## src/fcet_pkg.sv

```systemverilog
// ----------------------------------------------------------------------------
// fcet_pkg
// Shared types and constants for the framebuffer clear elision table.
// ----------------------------------------------------------------------------
package fcet_pkg;

    // Number of framebuffer ids held in the table (1 to 256).
    localparam int TABLE_ENTRIES = 16;
    localparam int IDX_W         = (TABLE_ENTRIES > 1) ? $clog2(TABLE_ENTRIES) : 1;

    localparam int ID_W   = 32;
    localparam int BUF_W  = 3;
    localparam int STAT_W = 2;

    // Table word layout: id in the upper bits, clean flags in the lower bits.
    localparam int WORD_W = ID_W + BUF_W;

    localparam logic [BUF_W-1:0] ALL_CLEAN = '1;

    // Stream payload widths; the tdata widths are padded to whole bytes.
    localparam int S_TDATA_W = 40;
    localparam int S_TUSER_W = 5;
    localparam int M_TDATA_W = 8;

    typedef enum logic [2:0] {
        CMD_BIND   = 3'd0,
        CMD_CREATE = 3'd1,
        CMD_DELETE = 3'd2,
        CMD_CLEAR  = 3'd3,
        CMD_DRAW   = 3'd4,
        CMD_RESET  = 3'd5
    } t_cmd;

    typedef enum logic [STAT_W-1:0] {
        STAT_OK        = 2'd0,
        STAT_NOT_FOUND = 2'd1,
        STAT_EXISTED   = 2'd2,
        STAT_FULL      = 2'd3
    } t_status;

    typedef enum logic [1:0] {
        ST_IDLE,
        ST_SCAN,
        ST_FIN
    } t_state;

endpackage

```

## src/framebuffer_clear_elision_table_top.sv

```systemverilog
// Lookup commands (create, delete, clear, draw) scan the table for the id; the
// id scan reads one table entry per cycle through the single memory read port.
// Bind, reset, scissored clears and unused codes skip the scan. One request is
// in work at a time.
// Reset: synchronous, active low; all entries invalid, current id zero.
// ----------------------------------------------------------------------------
// framebuffer_clear_elision_table_top
// Table of framebuffer ids with per-buffer clean flags. A clear returns only
// dirty buffers, or all when forced, scissored or not found; a draw dirties them.
// ----------------------------------------------------------------------------
module framebuffer_clear_elision_table_top (
    input  logic                              i_clk,
    input  logic                              i_rst_n,
    // Request stream.
    input  logic                              s_axis_tvalid,
    output logic                              s_axis_tready,
    // tdata: fb_id [31:0], buffer_bits [34:32], zero pad [39:35].
    input  logic [fcet_pkg::S_TDATA_W-1:0]    s_axis_tdata,
    // tuser: cmd [2:0], force_clear [3], scissor_on [4].
    input  logic [fcet_pkg::S_TUSER_W-1:0]    s_axis_tuser,
    input  logic                              s_axis_tlast,
    // Result stream.
    output logic                              m_axis_tvalid,
    input  logic                              m_axis_tready,
    // tdata: clear_bits [2:0], status [4:3], zero pad [7:5].
    output logic [fcet_pkg::M_TDATA_W-1:0]    m_axis_tdata
);
    import fcet_pkg::*;

    typedef logic [IDX_W-1:0] t_idx;
    localparam t_idx LAST_IDX = t_idx'(TABLE_ENTRIES - 1);

    // Table memory and its registered read data.
    logic [WORD_W-1:0] mem_tbl [TABLE_ENTRIES];
    logic [WORD_W-1:0] r_rd_data;
    logic              mem_we;
    t_idx              mem_waddr;
    logic [WORD_W-1:0] mem_wdata;

    // Control and request state.
    t_state                   r_state, n_state;
    logic [TABLE_ENTRIES-1:0] r_valid, n_valid;
    logic [ID_W-1:0]          r_cur_id, n_cur_id;
    logic [2:0]               r_cmd, n_cmd;
    logic [ID_W-1:0]          r_key, n_key;
    logic [BUF_W-1:0]         r_bits, n_bits;
    logic                     r_force, n_force;
    logic                     r_scissor, n_scissor;
    t_idx                     r_idx, n_idx;
    logic                     r_pend, n_pend;
    t_idx                     r_pend_idx, n_pend_idx;
    logic                     r_hit, n_hit;
    t_idx                     r_slot, n_slot;
    logic [BUF_W-1:0]         r_clean, n_clean;
    logic                     r_free_found, n_free_found;
    t_idx                     r_free_slot, n_free_slot;
    logic                     r_out_valid, n_out_valid;
    logic [BUF_W-1:0]         r_out_clear, n_out_clear;
    t_status                  r_out_status, n_out_status;

    logic                     s_accept;
    logic                     out_free;
    logic [ID_W-1:0]          rd_id;
    logic [BUF_W-1:0]         rd_clean;
    logic [BUF_W-1:0]         clr_bits;
    logic                     needs_scan;
    t_cmd                     in_cmd;

    assign s_axis_tready = (r_state == ST_IDLE);
    assign s_accept      = s_axis_tvalid && s_axis_tready;
    assign out_free      = !r_out_valid || m_axis_tready;

    assign m_axis_tvalid = r_out_valid;
    assign m_axis_tdata  = {3'b000, r_out_status, r_out_clear};

    assign rd_id    = r_rd_data[WORD_W-1:BUF_W];
    assign rd_clean = r_rd_data[BUF_W-1:0];
    assign in_cmd   = t_cmd'(s_axis_tuser[2:0]);

    // Table memory: one write port, one registered read port on the scan index.
    always_ff @(posedge i_clk) begin
        if (mem_we) begin
            mem_tbl[mem_waddr] <= mem_wdata;
        end
        r_rd_data <= mem_tbl[r_idx];
    end

    // Control registers.
    always_ff @(posedge i_clk) begin
        if (!i_rst_n) begin
            r_state     <= ST_IDLE;
            r_valid     <= '0;
            r_cur_id    <= '0;
            r_out_valid <= 1'b0;
            r_pend      <= 1'b0;
        end else begin
            r_state     <= n_state;
            r_valid     <= n_valid;
            r_cur_id    <= n_cur_id;
            r_out_valid <= n_out_valid;
            r_pend      <= n_pend;
        end
    end

    // Payload registers.
    always_ff @(posedge i_clk) begin
        r_cmd        <= n_cmd;
        r_key        <= n_key;
        r_bits       <= n_bits;
        r_force      <= n_force;
        r_scissor    <= n_scissor;
        r_idx        <= n_idx;
        r_pend_idx   <= n_pend_idx;
        r_hit        <= n_hit;
        r_slot       <= n_slot;
        r_clean      <= n_clean;
        r_free_found <= n_free_found;
        r_free_slot  <= n_free_slot;
        r_out_clear  <= n_out_clear;
        r_out_status <= n_out_status;
    end

    // Next state, table scan and read-modify-write of the matched entry.
    always_comb begin
        n_state      = r_state;
        n_valid      = r_valid;
        n_cur_id     = r_cur_id;
        n_cmd        = r_cmd;
        n_key        = r_key;
        n_bits       = r_bits;
        n_force      = r_force;
        n_scissor    = r_scissor;
        n_idx        = r_idx;
        n_pend       = r_pend;
        n_pend_idx   = r_pend_idx;
        n_hit        = r_hit;
        n_slot       = r_slot;
        n_clean      = r_clean;
        n_free_found = r_free_found;
        n_free_slot  = r_free_slot;
        n_out_valid  = r_out_valid && !m_axis_tready;
        n_out_clear  = r_out_clear;
        n_out_status = r_out_status;
        mem_we       = 1'b0;
        mem_waddr    = r_slot;
        mem_wdata    = {r_key, ALL_CLEAN};
        clr_bits     = r_bits;
        needs_scan   = 1'b0;

        case (r_state)
            ST_IDLE: begin
                if (s_accept) begin
                    n_cmd        = s_axis_tuser[2:0];
                    n_bits       = s_axis_tdata[ID_W+BUF_W-1:ID_W];
                    n_force      = s_axis_tuser[3];
                    n_scissor    = s_axis_tuser[4];
                    n_idx        = '0;
                    n_pend       = 1'b0;
                    n_hit        = 1'b0;
                    n_free_found = 1'b0;
                    // Clear and draw look up the bound id; reset inserts id zero.
                    case (in_cmd)
                        CMD_CLEAR, CMD_DRAW: n_key = r_cur_id;
                        CMD_RESET:           n_key = '0;
                        default:             n_key = s_axis_tdata[ID_W-1:0];
                    endcase
                    case (in_cmd)
                        CMD_CREATE, CMD_DELETE, CMD_DRAW: needs_scan = 1'b1;
                        CMD_CLEAR:                        needs_scan = !s_axis_tuser[4];
                        default:                          needs_scan = 1'b0;
                    endcase
                    n_state = needs_scan ? ST_SCAN : ST_FIN;
                end
            end

            ST_SCAN: begin
                // Issue one read per cycle; compare the entry read last cycle.
                n_pend     = 1'b1;
                n_pend_idx = r_idx;
                if (r_idx != LAST_IDX) begin
                    n_idx = r_idx + t_idx'(1);
                end
                if (r_pend) begin
                    if (r_valid[r_pend_idx] && (rd_id == r_key)) begin
                        n_hit   = 1'b1;
                        n_slot  = r_pend_idx;
                        n_clean = rd_clean;
                        n_state = ST_FIN;
                    end else begin
                        // Remember the lowest free slot for a create.
                        if (!r_valid[r_pend_idx] && !r_free_found) begin
                            n_free_found = 1'b1;
                            n_free_slot  = r_pend_idx;
                        end
                        if (r_pend_idx == LAST_IDX) begin
                            n_state = ST_FIN;
                        end
                    end
                end
            end

            ST_FIN: begin
                if (out_free) begin
                    n_state      = ST_IDLE;
                    n_pend       = 1'b0;
                    n_out_valid  = 1'b1;
                    n_out_clear  = '0;
                    n_out_status = STAT_OK;
                    case (r_cmd)
                        CMD_BIND: begin
                            n_cur_id = r_key;
                        end
                        CMD_CREATE: begin
                            if (r_hit) begin
                                mem_we       = 1'b1;
                                n_out_status = STAT_EXISTED;
                            end else if (r_free_found) begin
                                mem_we               = 1'b1;
                                mem_waddr            = r_free_slot;
                                n_valid[r_free_slot] = 1'b1;
                            end else begin
                                n_out_status = STAT_FULL;
                            end
                        end
                        CMD_DELETE: begin
                            if (r_hit) begin
                                n_valid[r_slot] = 1'b0;
                            end else begin
                                n_out_status = STAT_NOT_FOUND;
                            end
                        end
                        CMD_CLEAR: begin
                            if (r_scissor) begin
                                n_out_clear = r_bits;
                            end else if (!r_hit) begin
                                n_out_clear  = r_bits;
                                n_out_status = STAT_NOT_FOUND;
                            end else begin
                                // Drop buffers already clean unless forced.
                                clr_bits    = r_force ? r_bits : (r_bits & ~r_clean);
                                n_out_clear = clr_bits;
                                mem_we      = 1'b1;
                                mem_wdata   = {r_key, r_clean | clr_bits};
                            end
                        end
                        CMD_DRAW: begin
                            if (r_hit) begin
                                mem_we    = 1'b1;
                                mem_wdata = {r_key, r_clean & ~r_bits};
                            end else begin
                                n_out_status = STAT_NOT_FOUND;
                            end
                        end
                        CMD_RESET: begin
                            // Empty the table and place id zero in the first slot.
                            n_valid    = '0;
                            n_valid[0] = 1'b1;
                            mem_we     = 1'b1;
                            mem_waddr  = '0;
                            mem_wdata  = {{ID_W{1'b0}}, ALL_CLEAN};
                        end
                        default: begin
                        end
                    endcase
                end
            end

            default: begin
                n_state = ST_IDLE;
            end
        endcase
    end

    // The batch marker carries no meaning for the table; every request is one id.
    logic unused_tlast;
    assign unused_tlast = s_axis_tlast;

endmodule

```

## config.mk

```make
export PLATFORM = sky130hd
export DESIGN_NAME = framebuffer_clear_elision_table_top
export DESIGN_NICKNAME = d
export VERILOG_FILES = /design/src/fcet_pkg.sv /design/src/framebuffer_clear_elision_table_top.sv
export SDC_FILE = /design/constraint.sdc
export NUM_CORES = 1
export LEC_CHECK = 0
export BUFFER_PORTS_ARGS = -buffer_cell sky130_fd_sc_hd__buf_2
export CORE_MARGIN = 5
export CORE_UTILIZATION = 55
export DETAILED_ROUTE_END_ITERATION = 16
export PLACE_DENSITY = 0.7
export SLEW_MARGIN = 20
export SYNTH_ARGS = -nofsm -noshare
export SYNTH_HDL_FRONTEND = slang
export SYNTH_SLANG_ARGS = --single-unit
```

## constraint.sdc

```tcl
create_clock -name i_clk -period 5.49 [get_ports i_clk]
set_clock_uncertainty 0.1 [all_clocks]
set_input_delay 0.8235 -clock i_clk [delete_from_list [all_inputs] [get_ports i_clk]]
set_output_delay 0.8235 -clock i_clk [all_outputs]
set_load 0.005 [all_outputs]
```

=== After elaboration in Yosys (flattened, before gate mapping) ===
Memories as Yosys holds them, arrays and structs flattened. A register that Yosys moved wholly into a read port is not among the register bits.
Index checks and enable logic that the tools add are counted.

* Bits in registers: 118
* Bits in latches: 0
* RAM bits: 560
* ROM bits: 0
* Input bits: 50
* Output and inout port bits: 10
* Word-level logic and storage cells: 156
* Memories: 1

* Add/sub/neg operators: 1
* Multipliers: 0
* Divide/modulo/power cells: 0
* Magnitude comparators: 5
* Eq/ne operators: 26
* Shift-type cells: 0
* Mux-type cells: 64
* Bitwise operators: 9
* Reduce and logical (&&, ||, !) cells: 31

{| class="wikitable"
|+ Memory list
! name !! words !! bits a word !! rd ports !! clocked after Yosys merged registers in !! wr ports !! RTL line !! source
|-
| mem_tbl || 16 || 35 || 1 || 1 || 1 || framebuffer_clear_elision_table_top.sv:34 || <nowiki>logic [WORD_W-1:0] mem_tbl [TABLE_ENTRIES];</nowiki>
|}

{| class="wikitable"
|+ Operators by type and width
! kind !! number
|-
| 35-bit case mux with 3 select lines || 1
|-
| 35-bit two-way mux || 2
|-
| 32-bit case mux with 2 select lines || 1
|-
| 16-bit two-way mux || 3
|-
| 16-bit case mux with 3 select lines || 1
|-
| 32-bit equality test || 1
|-
| 4-bit two-way mux || 6
|-
| 1-bit two-way mux || 23
|-
| 2-bit two-way mux || 9
|-
| 3-bit two-way mux || 6
|-
| 2-bit != test (second input constant) || 9
|-
| 16-bit AND || 1
|-
| 16-bit NOT || 1
|-
| 16-bit bitwise OR || 1
|-
| 4-bit case mux with 2 select lines || 2
|-
| 4-bit by 5-bit less-than comparator with 1-bit output (second input constant) || 3
|-
| 3-bit by 2-bit equality test with 1-bit output (second input constant) || 4
|-
| 3-bit equality test (second input constant) || 4
|-
| 2-bit case mux with 3 select lines || 2
|-
| 3-bit AND reduction || 4
|-
| 4-bit AND reduction || 3
|-
| 1-bit demux with 4-bit select || 2
|-
| 4-bit by 1-bit >= comparator with 1-bit output (second input constant) || 2
|-
| 3-bit AND || 2
|-
| 27 further kinds || 43
|}

=== Depth between registers and ports, before layout ===
* Depth after elaboration: 9
* Depth in mapped cells: 7

=== Worst setup path after synthesis ===
No wires, ideal clock.

* Path kind: input-to-reg
* Start point: input m_axis_tready
* End point: memory mem_tbl[15][0] in the netlist's numbering (enable)
* Data arrival time: 3704 ps
* Slack: 1238 ps
* Cell stages on the path: 6
* Buffers on the path: 1
* Path through: nand2b_1 > and4_1 > buf_2 > a32oi_1 > or2_1 > nor4b_2

* Word-level cells in the longest chain between the ends: 5
* Elaborated cells on any way between the ends: 7
* Classes of those cells: mux: 6; reduce/logical: 1

{| class="wikitable"
|+ RTL lines
! item !! RTL line !! source
|-
| start, declared || framebuffer_clear_elision_table_top.sv:24 || <nowiki>input logic m_axis_tready,</nowiki>
|-
| 1-bit logical OR (*) || framebuffer_clear_elision_table_top.sv:71 || <nowiki>assign out_free = !r_out_valid || m_axis_tready;</nowiki>
|-
| 1-bit two-way mux || framebuffer_clear_elision_table_top.sv:203 || <nowiki>if (out_free) begin</nowiki>
|-
| 1-bit two-way mux || framebuffer_clear_elision_table_top.sv:150 || <nowiki>case (r_state)</nowiki>
|-
| 1-bit two-way mux || framebuffer_clear_elision_table_top.sv:82 || <nowiki>if (mem_we) begin</nowiki>
|-
| 1-bit two-way mux (implied by the code) || framebuffer_clear_elision_table_top.sv:83 || <nowiki>mem_tbl[mem_waddr] <= mem_wdata;</nowiki>
|-
| end, declared || framebuffer_clear_elision_table_top.sv:34 ||
|}

Every way passes the cells marked *; elsewhere a longest branch is shown, timed or not.

=== Worst setup path after layout ===
* Start point: register r_cmd[0]
* End point: memory mem_tbl[5][23] in the netlist's numbering (enable)

* Word-level cells in the longest chain between the ends: 6
* Elaborated cells on any way between the ends: 12
* Classes of those cells: eq/ne: 4; mux: 8

{| class="wikitable"
|+ RTL lines
! item !! RTL line !! source
|-
| start, declared || framebuffer_clear_elision_table_top.sv:44 || <nowiki>logic [2:0] r_cmd, n_cmd;</nowiki>
|-
| start signal, assigned || framebuffer_clear_elision_table_top.sv:107 || <nowiki>r_cmd <= n_cmd;</nowiki>
|-
| 3-bit equality test (tied with other cells) || framebuffer_clear_elision_table_top.sv:209 || <nowiki>case (r_cmd)</nowiki>
|-
| 1-bit case mux with 4 select lines || framebuffer_clear_elision_table_top.sv:209 ||
|-
| 1-bit two-way mux || framebuffer_clear_elision_table_top.sv:203 ||
|-
| 1-bit two-way mux || framebuffer_clear_elision_table_top.sv:150 ||
|-
| 1-bit two-way mux || framebuffer_clear_elision_table_top.sv:82 ||
|-
| 1-bit two-way mux (implied by the code) || framebuffer_clear_elision_table_top.sv:83 ||
|}

Several ways; a longest one is shown, not always the timed one.

==> metrics.yaml <==
remaining_drc_errors: 0
tightest_slew_ns: 1.15
yosys_warnings: 0
rsz0062_at_grt: "false"
leakage_nw: 10.0
synth_common_cells: "626 x edfxtp_1, 179 x mux4_2, 87 x dfxtp_1"
syn-instance-count: 1393
finalHoldViolations: 0
cts_tree: "built"
area_growth_pct: 13.7
dpl.hpwl_mm: 31.7
dp_slack_ns: 1.46
avgSynthCellArea_um2: 19.8
cp_data_required_time_ns: 5.70
yosysTopAreaCell: "edfxtp_1"
drive_above_1_share: 0.259
power_density_mw_per_mm2: 490
cap_violations: 0
path_clk_slew_ns: 0.06
yosysMostFrequentCell: "edfxtp_1"
dieArea_mm2: 0.0546
drt_iter0_markers: 1391
drt-pass1-iter-count: 6
ctsHoldBuffers: 0
dieWidth_um: 234
cts_buffer_depth: 3
ys_seq_area_frac: 0.746
cts_root_buf: "clkbuf_16"
fmax_mhz: 265
grt_max_degree: 144
postLayoutCellArea_mm2: 0.0313
netlist_area_mm2: 0.0275
async_flop_share: 0
worst-setup-path-type: "flop to flop"
clk_latency_ns: 0.62
synth_area_leaders: "edfxtp_1 68%, mux4_2 15%, dfxtp_1 6.3%, nand2_1 1.1%, xnor2_1 1.1%"
power_mw: 15.3
synth-edff-count: 626
gp_congestion: 0.772
layout.nets: 1528
routed_wl_mm: 59.8
htree_levels: 3
cts-resized-gates: 0
antennaDiodeCount: 0
routedWlPerCell_um: 27.1
vias: 13700
cts_buffers: 73
viasPerCell: 6.18
peakVddDrop_v: 0.000437
grt.total_usage: 0.224
finalSetupViolCount: 0
ioPinCount: 60
grt_pass1_wl_mm: 88.9
cts_num_sinks: 713
critPathArrivalTime_ns: 3.97
crit_fanout: 19
ant_nets: 0
slew_headroom: 0.230
hp-class: "flop to flop"
synth_cell_type_count: 53
core-area_mm2: 0.0499
rows: 82
die_y_um: 234
whs_ns: 0.302
startpoint_type: "flop"
setup_ws_ns: 1.72
grt_pass1_vias: 13800
ys.flop_type: "edfxtp_1"
end_kind: "flop"
placed_area_mm2: 0.0287
maxSlewViolCount: 0
period_needed_ns: 3.77
timing.final.crit_share: 0.687
outcome: "finished clean"
fill_cells: 3432
tns_ns: 0
ys_ff_latch: 713
synth_top_cell_area_share: 0.683
postCtsSetupRepairBufs: 0
antenna_found_initial: 2
numPortBuffers: 50
overflow: 0
start_util: 0.552
state kept, by name (all words and copies together) (netlist names), 4 cells and up:
signal       count
r_idx            4
r_free_slot      4
r_slot           4
r_rd_data       35
r_cur_id        32
mem_tbl        560
r_key           32
r_pend_idx       4
r_valid         16
metal layers:
layer | track usage | routed length, µm
met5 | 0 | 7
met2 | 0.359 | 29600
met1 | 0.322 | 24500
met3 | 0.0432 | 4330
met4 | 0.0596 | 1380
path summary, 6_finish.rpt:
check                           slack [ns]             end  cells after the start    startpoint
worst max-delay path                  1.72  mem_tbl[5][23]                      6      r_cmd[0]
worst min-delay path                  0.30      r_clean[2]                      0  r_rd_data[2]
worst max register to register        1.72  mem_tbl[5][23]                      6      r_cmd[0]
worst min register to register        0.30      r_clean[2]                      0  r_rd_data[2]
critical path, stage by stage (launching register included):
cell,delay (ns)
edfxtp_1,0.60
nor2b_1,0.28
o2111ai_2,0.31
a22oi_1,0.56
nand3b_1,0.41
nor2_4,0.86
buf_4,0.34
stage by stage:
step | cells | utilization
finish | 2210 | 0.628
global route | 2210 | 0.628
CTS | 2210 | 0.628
detailed placement | 2074 | 0.576
global placement | 2074 | 0.576
floorplan | 1395 | -
cell families after synthesis:
group                    Yosys count  synth area share
AND/OR/NAND/NOR                  224            0.0405
AO/OA/AOI/OAI                    155            0.0394
other                              1          0.000136
XOR/XNOR                          35            0.0111
buffers and inverters             82            0.0146
adder cells (fa/ha/maj)            1          0.000454
flip-flops                       713             0.746
multiplexers                     182             0.148
report_power, final:
group	leakage, nW	switching (mW)	internal [mW]
sequential	6.43	0.264	6.62
clock	1.25	2.06	3.14
combinational	2.35	1.70	1.55
total	10.0	4.02	11.3
cells in the final DEF (no fill, tap or decap), types with 31 or more instances in the layout:
cell | netlist | layout
a21boi_1 | 35 | 35
nor2b_1 | 45 | 42
nand2_1 | 80 | 80
xnor2_1 | 34 | 34
dfxtp_1 | 87 | 87
clkbuf_16 | 0 | 78
mux4_2 | 179 | 179
edfxtp_1 | 626 | 626
nor2_1 | 44 | 31
buf_2 | 13 | 49
a22o_1 | 32 | 32
cell type report:
type,count,area [µm²],share of cell area
Clock buffer,106,2170,0.0692
Clock inverter,30,395,0.0126
Inverter,6,22.5,0.000719
Multi-Input combinational cell,600,6750,0.216
Sequential cell,713,20500,0.656
Tap cell,672,841,0.0269
Timing Repair Buffer,83,588,0.0188
Power figures use the tool's default switching activity.
